`src/rtl/core/escape_sequence_decoder_defines.svh`:
```
// Assertion helpers for the escape sequence decoder.
`ifndef ESCAPE_SEQUENCE_DECODER_DEFINES_SVH
`define ESCAPE_SEQUENCE_DECODER_DEFINES_SVH

// Same-cycle implication, checked outside reset.
`define ESD_ASSERT_NOW(label, clk, rst, ante, cons, msg) \
   label: assert property (@(posedge clk) disable iff (rst) (ante) |-> (cons)) \
      else $error(msg);

// Next-cycle implication, checked outside reset.
`define ESD_ASSERT_NEXT(label, clk, rst, ante, cons, msg) \
   label: assert property (@(posedge clk) disable iff (rst) (ante) |=> (cons)) \
      else $error(msg);

`endif

```
`src/rtl/core/esd_pkg.sv`:
```
package esd_pkg;

   typedef enum logic [1:0] {
      MODE_NORMAL = 2'd0,
      MODE_ESCAPE = 2'd1,
      MODE_OCTAL  = 2'd2,
      MODE_HEX    = 2'd3
   } mode_type;

   localparam int unsigned MAX_RESULTS = 3;

   localparam logic [7:0] CHAR_BACKSLASH = 8'h5C;
   localparam logic [7:0] CHAR_X         = 8'h78;
   localparam logic [7:0] CHAR_0         = 8'h30;
   localparam logic [7:0] CHAR_7         = 8'h37;
   localparam logic [7:0] CHAR_9         = 8'h39;
   localparam logic [7:0] CHAR_LA        = 8'h61;
   localparam logic [7:0] CHAR_LB        = 8'h62;
   localparam logic [7:0] CHAR_LF        = 8'h66;
   localparam logic [7:0] CHAR_LN        = 8'h6E;
   localparam logic [7:0] CHAR_LR        = 8'h72;
   localparam logic [7:0] CHAR_LT        = 8'h74;
   localparam logic [7:0] CHAR_LV        = 8'h76;
   localparam logic [7:0] CHAR_UA        = 8'h41;
   localparam logic [7:0] CHAR_UF        = 8'h46;
   localparam logic [7:0] CHAR_FF        = 8'h0C;
   localparam logic [7:0] CHAR_CR        = 8'h0D;
   localparam logic [7:0] CHAR_VT        = 8'h0B;
   localparam logic [7:0] CHAR_NL        = 8'h0A;
   localparam logic [7:0] CHAR_TAB       = 8'h09;
   localparam logic [7:0] CHAR_BS        = 8'h08;
   localparam logic [7:0] CHAR_DQUOTE    = 8'h22;
   localparam logic [7:0] CHAR_SQUOTE    = 8'h27;
   localparam logic [7:0] CHAR_NUL       = 8'h00;

   // Bit 8: digit is valid, bits 3:0: its value.
   function automatic logic [8:0] hex_digit(input logic [7:0] c);
      logic [8:0] r;
      r = '0;
      if (c inside {[CHAR_0:CHAR_9]}) begin
         r = {1'b1, 4'b0, c[3:0]};
      end else if (c inside {[CHAR_LA:CHAR_LF]} || c inside {[CHAR_UA:CHAR_UF]}) begin
         // letters a-f and A-F share the low nibble 1..6
         r = {1'b1, 4'b0, c[3:0] + 4'd9};
      end
      return r;
   endfunction

   // Bit 8: a simple escape letter, bits 7:0: the byte it stands for.
   function automatic logic [8:0] simple_escape(input logic [7:0] c);
      logic [8:0] r;
      r = '0;
      case (c)
         CHAR_LF:        r = {1'b1, CHAR_FF};
         CHAR_LR:        r = {1'b1, CHAR_CR};
         CHAR_LV:        r = {1'b1, CHAR_VT};
         CHAR_LN:        r = {1'b1, CHAR_NL};
         CHAR_LT:        r = {1'b1, CHAR_TAB};
         CHAR_LB:        r = {1'b1, CHAR_BS};
         CHAR_BACKSLASH: r = {1'b1, CHAR_BACKSLASH};
         CHAR_DQUOTE:    r = {1'b1, CHAR_DQUOTE};
         CHAR_SQUOTE:    r = {1'b1, CHAR_SQUOTE};
         default:        r = '0;
      endcase
      return r;
   endfunction

endpackage

```
`src/rtl/core/escape_sequence_decoder.sv`:
```
// Channel   Dir  tdata              tlast            Accepted when
// req       in   [7:0] data_byte    end_of_string    req_tvalid & req_tready
// rsp       out  [7:0] out_byte     out_last         rsp_tvalid & rsp_tready
//
// A request is held in an input register, decoded in one pass, and its results
// (zero to three bytes) are loaded together into a result bundle register.
// The bundle drains one byte per cycle while rsp_tready is high; meanwhile the
// following request waits in the input register.
// The next request is taken while the last byte of a bundle is being taken.
// Reset (synchronous, active high) clears the decode state and both valid flags.
// A stalled rsp side holds the bundle and, once the input register is full,
// drops req_tready.
`include "escape_sequence_decoder_defines.svh"

module escape_sequence_decoder
   import esd_pkg::*;
(
   input  logic       clock,
   input  logic       reset,
   input  logic       req_tvalid,
   output logic       req_tready,
   input  logic [7:0] req_tdata,   // [7:0] data_byte
   input  logic       req_tlast,   // end_of_string
   output logic       rsp_tvalid,
   input  logic       rsp_tready,
   output logic [7:0] rsp_tdata,   // [7:0] out_byte
   output logic       rsp_tlast    // out_last
);

   // input register
   logic       in_valid_ff, in_valid_in;
   logic [7:0] in_byte_ff;
   logic       in_end_ff;

   // decode state
   mode_type   mode_ff, mode_in;
   logic [1:0] count_ff, count_in;
   logic [7:0] accum_ff, accum_in;

   // result bundle
   logic [7:0] bun_byte_ff [MAX_RESULTS];
   logic       bun_last_ff [MAX_RESULTS];
   logic [1:0] bun_cnt_ff, bun_cnt_in;
   logic [1:0] bun_idx_ff, bun_idx_in;

   // decode results
   logic [7:0] res_byte [MAX_RESULTS];
   logic       res_last [MAX_RESULTS];
   logic [1:0] res_cnt;

   // state after the character, before end-of-string handling
   mode_type   mode_step;
   logic [7:0] accum_step;

   logic       rsp_fire, drain_done, bundle_free, load;
   logic [8:0] hex_r, esc_r;
   logic       is_octal;
   logic [7:0] oct_accum, hex_accum;

   // ---------------------------------------------------------------- handshake
   assign rsp_tvalid  = (bun_cnt_ff != 2'd0);
   assign rsp_tdata   = bun_byte_ff[bun_idx_ff];
   assign rsp_tlast   = bun_last_ff[bun_idx_ff];
   assign rsp_fire    = rsp_tvalid && rsp_tready;
   assign drain_done  = rsp_fire && (bun_idx_ff == bun_cnt_ff - 2'd1);
   assign bundle_free = (bun_cnt_ff == 2'd0) || drain_done;
   assign load        = in_valid_ff && bundle_free;
   assign req_tready  = !in_valid_ff || load;
   assign in_valid_in = (req_tvalid && req_tready) || (in_valid_ff && !load);

   // ---------------------------------------------------------------- digit decode
   assign hex_r     = hex_digit(in_byte_ff);
   assign esc_r     = simple_escape(in_byte_ff);
   assign is_octal  = in_byte_ff inside {[CHAR_0:CHAR_7]};
   assign oct_accum = {accum_ff[4:0], in_byte_ff[2:0]};
   assign hex_accum = {accum_ff[3:0], hex_r[3:0]};

   // ---------------------------------------------------------------- next state
   always_comb begin
      mode_step  = mode_ff;
      count_in   = count_ff;
      accum_step = accum_ff;
      case (mode_ff)
         MODE_NORMAL: begin
            if (in_byte_ff == CHAR_BACKSLASH) mode_step = MODE_ESCAPE;
         end
         MODE_ESCAPE: begin
            mode_step = MODE_NORMAL;
            if (esc_r[8]) begin
               mode_step = MODE_NORMAL;
            end else if (in_byte_ff == CHAR_X) begin
               mode_step  = MODE_HEX;
               count_in   = 2'd0;
               accum_step = '0;
            end else if (is_octal) begin
               mode_step  = MODE_OCTAL;
               count_in   = 2'd1;
               accum_step = {5'b0, in_byte_ff[2:0]};
            end
         end
         MODE_OCTAL: begin
            if (is_octal && count_ff != 2'd2) begin
               count_in   = count_ff + 2'd1;
               accum_step = oct_accum;
            end else begin
               // escape complete or ended early; the char may open a new one
               count_in   = 2'd0;
               accum_step = '0;
               mode_step  = (!is_octal && in_byte_ff == CHAR_BACKSLASH)
                            ? MODE_ESCAPE : MODE_NORMAL;
            end
         end
         MODE_HEX: begin
            if (hex_r[8] && count_ff != 2'd1) begin
               count_in   = count_ff + 2'd1;
               accum_step = hex_accum;
            end else begin
               count_in   = 2'd0;
               accum_step = '0;
               mode_step  = (!hex_r[8] && in_byte_ff == CHAR_BACKSLASH)
                            ? MODE_ESCAPE : MODE_NORMAL;
            end
         end
         default: mode_step = MODE_NORMAL;
      endcase
      mode_in  = mode_step;
      accum_in = accum_step;
      if (in_end_ff) begin
         // terminator returns everything to reset values
         mode_in  = MODE_NORMAL;
         count_in = 2'd0;
         accum_in = '0;
      end
   end

   // ---------------------------------------------------------------- results
   always_comb begin
      logic [1:0] n;
      n = 2'd0;
      for (int i = 0; i < MAX_RESULTS; i++) begin
         res_byte[i] = '0;
         res_last[i] = 1'b0;
      end
      case (mode_ff)
         MODE_NORMAL: begin
            if (in_byte_ff != CHAR_BACKSLASH) begin
               res_byte[n] = in_byte_ff;
               n = n + 2'd1;
            end
         end
         MODE_ESCAPE: begin
            if (esc_r[8]) begin
               res_byte[n] = esc_r[7:0];
               n = n + 2'd1;
            end else if (in_byte_ff != CHAR_X && !is_octal) begin
               // unknown escape: keep backslash and the char
               res_byte[n] = CHAR_BACKSLASH;
               n = n + 2'd1;
               res_byte[n] = in_byte_ff;
               n = n + 2'd1;
            end
         end
         MODE_OCTAL: begin
            if (is_octal) begin
               if (count_ff == 2'd2) begin
                  res_byte[n] = oct_accum;
                  n = n + 2'd1;
               end
            end else begin
               res_byte[n] = accum_ff;
               n = n + 2'd1;
               if (in_byte_ff != CHAR_BACKSLASH) begin
                  res_byte[n] = in_byte_ff;
                  n = n + 2'd1;
               end
            end
         end
         MODE_HEX: begin
            if (hex_r[8]) begin
               if (count_ff == 2'd1) begin
                  res_byte[n] = hex_accum;
                  n = n + 2'd1;
               end
            end else begin
               res_byte[n] = accum_ff;
               n = n + 2'd1;
               if (in_byte_ff != CHAR_BACKSLASH) begin
                  res_byte[n] = in_byte_ff;
                  n = n + 2'd1;
               end
            end
         end
         default: n = 2'd0;
      endcase
      if (in_end_ff) begin
         // flush a pending numeric value, drop a pending backslash
         if (mode_step == MODE_OCTAL || mode_step == MODE_HEX) begin
            res_byte[n] = accum_step;
            n = n + 2'd1;
         end
         res_byte[n] = CHAR_NUL;
         res_last[n] = 1'b1;
         n = n + 2'd1;
      end
      res_cnt = n;
   end

   // ---------------------------------------------------------------- bundle control
   always_comb begin
      bun_cnt_in = bun_cnt_ff;
      bun_idx_in = bun_idx_ff;
      if (load) begin
         bun_cnt_in = res_cnt;
         bun_idx_in = 2'd0;
      end else if (drain_done) begin
         bun_cnt_in = 2'd0;
         bun_idx_in = 2'd0;
      end else if (rsp_fire) begin
         bun_idx_in = bun_idx_ff + 2'd1;
      end
   end

   // ---------------------------------------------------------------- registers
   always_ff @(posedge clock) begin
      if (reset) begin
         in_valid_ff <= 1'b0;
         mode_ff     <= MODE_NORMAL;
         count_ff    <= 2'd0;
         accum_ff    <= '0;
         bun_cnt_ff  <= 2'd0;
         bun_idx_ff  <= 2'd0;
      end else begin
         in_valid_ff <= in_valid_in;
         bun_cnt_ff  <= bun_cnt_in;
         bun_idx_ff  <= bun_idx_in;
         if (load) begin
            mode_ff  <= mode_in;
            count_ff <= count_in;
            accum_ff <= accum_in;
         end
      end
   end

   // payload: capture request, load bundle
   always_ff @(posedge clock) begin
      if (req_tvalid && req_tready) begin
         in_byte_ff <= req_tdata;
         in_end_ff  <= req_tlast;
      end
      if (load) begin
         for (int i = 0; i < MAX_RESULTS; i++) begin
            bun_byte_ff[i] <= res_byte[i];
            bun_last_ff[i] <= res_last[i];
         end
      end
   end

   // ---------------------------------------------------------------- checks
   `ESD_ASSERT_NOW(a_idx_in_range, clock, reset, bun_cnt_ff != 2'd0,
      bun_idx_ff < bun_cnt_ff, "bundle index beyond its fill")
   `ESD_ASSERT_NOW(a_last_is_final, clock, reset, rsp_tvalid && rsp_tlast,
      bun_idx_ff == bun_cnt_ff - 2'd1, "terminator not the final byte of its bundle")
   `ESD_ASSERT_NEXT(a_end_resets, clock, reset, load && in_end_ff,
      mode_ff == MODE_NORMAL && count_ff == 2'd0 && accum_ff == 8'd0,
      "decode state not cleared after end of string")
   `ESD_ASSERT_NOW(a_count_idle, clock, reset,
      mode_ff == MODE_NORMAL || mode_ff == MODE_ESCAPE,
      count_ff == 2'd0, "digit count left over outside a numeric escape")

endmodule
```
`config.mk`:
```
export PLATFORM = sky130hd
export DESIGN_NAME = escape_sequence_decoder
export DESIGN_NICKNAME = d
export VERILOG_FILES = /design/src/rtl/core/esd_pkg.sv /design/src/rtl/core/escape_sequence_decoder.sv
export VERILOG_INCLUDE_DIRS = /design/src /design/src/rtl/core
export SDC_FILE = /design/constraint.sdc
export NUM_CORES = 1
export LEC_CHECK = 0
export CORE_MARGIN = 2
export CORE_UTILIZATION = 35
export DETAILED_ROUTE_END_ITERATION = 8
export DONT_BUFFER_PORTS = 1
export PLACE_DENSITY = 0.45
export REMOVE_ABC_BUFFERS = 1
export SYNTH_ARGS = -nofsm -noshare
export SYNTH_HDL_FRONTEND = slang
export SYNTH_SLANG_ARGS = --single-unit
```
`constraint.sdc`:
```
create_clock -name clock -period 5.4 [get_ports clock]
set_clock_uncertainty 0.15 [all_clocks]
set_input_delay 0.27 -clock clock [delete_from_list [all_inputs] [get_ports clock]]
set_output_delay 0.27 -clock clock [all_outputs]
set_load 0.01 [all_outputs]
```
==> impl_metrics.json <==
{
  "synth_compound_area_share_pct": 27.7,
  "dp_slack_ns": 0.691,
  "grt_max_degree": 32,
  "slew_viol_final": 0,
  "syn_to_final_growth_pct": 10.5,
  "top_level_ports": 24,
  "die_h_um": 111,
  "synth_top_family_by_area": "compound AO/OA/AOI/OAI gates",
  "yosysTopAreaCell": "edfxtp_1",
  "start_util_pct": 36.2,
  "wl_per_cell_um": 20.8,
  "coreArea_um2": 11000,
  "criticalPathCategory": "flop to flop",
  "p_sw_mw": 0.246,
  "cts_sinks": 55,
  "synthMuxAreaShare_pct": 2.80,
  "netlist_area_um2": 3980,
  "maxCapViolCount": 0,
  "route.detailed.drc": 0,
  "rr_startpoint": "in_byte_ff[0]",
  "clk_pin_slew_ns": 0.08,
  "hp-start": "reset",
  "synth_common_cells": "nand2_1, edfxtp_1, a21oi_1",
  "slew_headroom_pct": 26.3,
  "worst_pin_slew_ns": 1.10,
  "row_count": 38,
  "num_vias": 3503,
  "finalSetupViolCount": 0,
  "synth_seq_area_share_pct": 36.8,
  "synthSimpleGateAreaFrac_pct": 21.2,
  "wl_mm": 12.1,
  "power_frac_comb_pct": 10.8,
  "gp_congestion": 0.912,
  "crit_fanout": 10,
  "ctsRootBufferMaster": "clkbuf_16",
  "worstSkewPairLatency_ns": 0.30,
  "p_leak_nw": 1.44,
  "dieArea_um2": 12200,
  "n_antenna_cell": 0,
  "htreeDepth": 2,
  "final.period_utilization_pct": 88.8,
  "internal-power_mw": 0.746,
  "holdPathStages": 2,
  "antenna_found_initial": 0,
  "ys_ff_latch": 55,
  "drive_above_1_share_pct": 11.6,
  "synth_top_area_share_pct": 27.2,
  "status": "finished clean",
  "synth_cell_types": 81,
  "synth.avg_cell_area_um2": 9.03,
  "dp_hpwl_mm": 9.03,
  "start_kind": "flop",
  "cts_tree": "done",
  "fp.dieW_um": 111,
  "vias_per_cell": 6.03,
  "grtUsageMet1_pct": 27.7,
  "switching_share_pct": 24.8,
  "cp-end-kind": "flop",
  "numCtsBuffers": 5,
  "cts.path.max_buffers": 2,
  "vdd_drop_max_mv": 0.144,
  "synthCells": 440,
  "min_to": "bun_cnt_ff[0]",
  "p_seq_share_pct": 49.7,
  "post_dp_cell_area_um2": 4110,
  "synth-async-reset-ratio_pct": 0,
  "p_total_mw": 0.992,
  "fmax_ghz": 0.208,
  "antenna_left": 0,
  "busiest_layer": "met2",
  "synth_ff_type": "edfxtp_1",
  "grt_util_met2_pct": 31.7,
  "met3_usage_pct": 1.92,
  "first_global_vias": 3390,
  "grt_pass1_wl_mm": 19.3,
  "rsz0062_at_grt": "no",
  "grt.overflow.total": 0,
  "drt_iter0_drc": 375,
  "r2r-end": "bun_byte_ff[1][1]",
  "p_clk_share_pct": 39.5,
  "cts_resized": 0,
  "finalWorstSetupSlack_ns": 0.604,
  "critPathArrivalTime_ns": 4.76,
  "dr.pass1.iters": 6,
  "rr_worst_depth": 15,
  "r2r_setup_slack_ns": 0.60,
  "layout.nets": 470,
  "hold_class": "input pin to flop",
  "finalCriticalPeriod_ns": 4.80,
  "p_per_area_nw_per_um2": 226,
  "post_cts_buffers": 0,
  "synth_xor_area_share_pct": 1.54,
  "portBuffers": 0,
  "fin_area_um2": 4390,
  "postCtsHoldBufs": 11,
  "synth_edf_count": 36,
  "finalSetupTns_ns": 0,
  "worst_ep_required_time_ns": 5.36,
  "yosysMostFrequentCell": "nand2_1",
  "grt_usage_pct": 19.6,
  "synth-adder-area-share_pct": 5.35,
  "ys_warn_count": 0,
  "hold_viol": 0,
  "synth_area_leaders": "edfxtp_1, dfxtp_1, ha_1, nand2_1, a21oi_1"
}
==> cells by family after synthesis <==
group / after synthesis
AND/OR/NAND/NOR: 155
AO/OA/AOI/OAI: 149
flip-flops: 55
buffers and inverters: 46
adder cells (fa/ha/maj): 17
multiplexers: 11
XOR/XNOR: 7
==> metal layers <==
metal  vias to the layer above  wire length (µm)
li1                       1675                 -
met1                      1652              5520
met2                       152              5570
met3                        24               685
met4                         0               296
met5                         -                 0
==> placed cells by master (no fill, tap or decap), drive strengths merged, types with 11 or more instances in the layout <==
cell,count
nor2,31
nand2,48
a21oi,32
dlygate4sd3,11
dfxtp,19
inv,18
o21ai,25
edfxtp,36
ha,17
nor3,14
==> sequential cells by signal, summed over array words and instances, names as in the netlist, named ones only <==
name         count
bun_byte_ff     24
accum_ff         8
in_byte_ff       8
bun_last_ff      3
bun_cnt_ff       2
bun_idx_ff       2
count_ff         2
mode_ff          2
in_end_ff        1
in_valid_ff      1
==> worst max-delay path: stages (launching register included) <==
cell	delay, ns
edfxtp_1	0.60
inv_1	0.19
ha_1	0.32
o21bai_1	0.22
a211o_1	0.33
nand2_1	0.11
o21ai_1	0.44
o2bb2ai_1	0.37
nand2_1	0.25
ha_1	0.35
o22a_1	0.24
ha_1	0.17
and2_1	0.25
nor2_1	0.33
nand4_1	0.14
o31ai_1	0.11
==> metrics by stage <==
stage,std cells,utilization (%),hold WS (ns)
4_1_cts,581,40.0,0.0293
3_5_place_dp,562,37.4,0.196
5_1_grt,581,40.0,0.0407
6_report,581,40.0,0.0312
2_1_floorplan,412,-,0.189
3_3_place_gp,562,37.4,0.195
==> final cells by class <==
cell class	instances	area (µm²)
fillers	1086	6590
clock buffers	6	139
repair buffers	21	185
multi-input cells	339	2330
inverters	18	67.6
clock inverters	2	38.8
flip-flops and latches	55	1460
well taps	140	175
==> power groups by stage <==
stage          Clock [mW]  Combinational [mW]  Sequential [mW]
3_5_place_dp            0              0.0983            0.503
5_1_grt             0.414               0.118            0.496
2_1_floorplan           0              0.0696            0.498
6_report            0.392               0.107            0.493
3_3_place_gp            0              0.0988            0.503
4_1_cts             0.398               0.107            0.493
==> worst max path at each step <==
stage,start,to,slack [ns],depth (start not counted)
3_3_place_gp,in_byte_ff[0],bun_byte_ff[1][0],0.85,15
2_1_floorplan,in_byte_ff[0],bun_byte_ff[2][5],1.51,13
6_report,in_byte_ff[0],bun_byte_ff[1][1],0.60,15
5_1_grt,in_byte_ff[0],bun_byte_ff[1][6],0.19,15
3_5_place_dp,in_byte_ff[0],bun_byte_ff[1][1],0.69,15
4_1_cts,in_byte_ff[0],bun_byte_ff[1][1],0.67,15
Power figures use the tool's default switching activity.
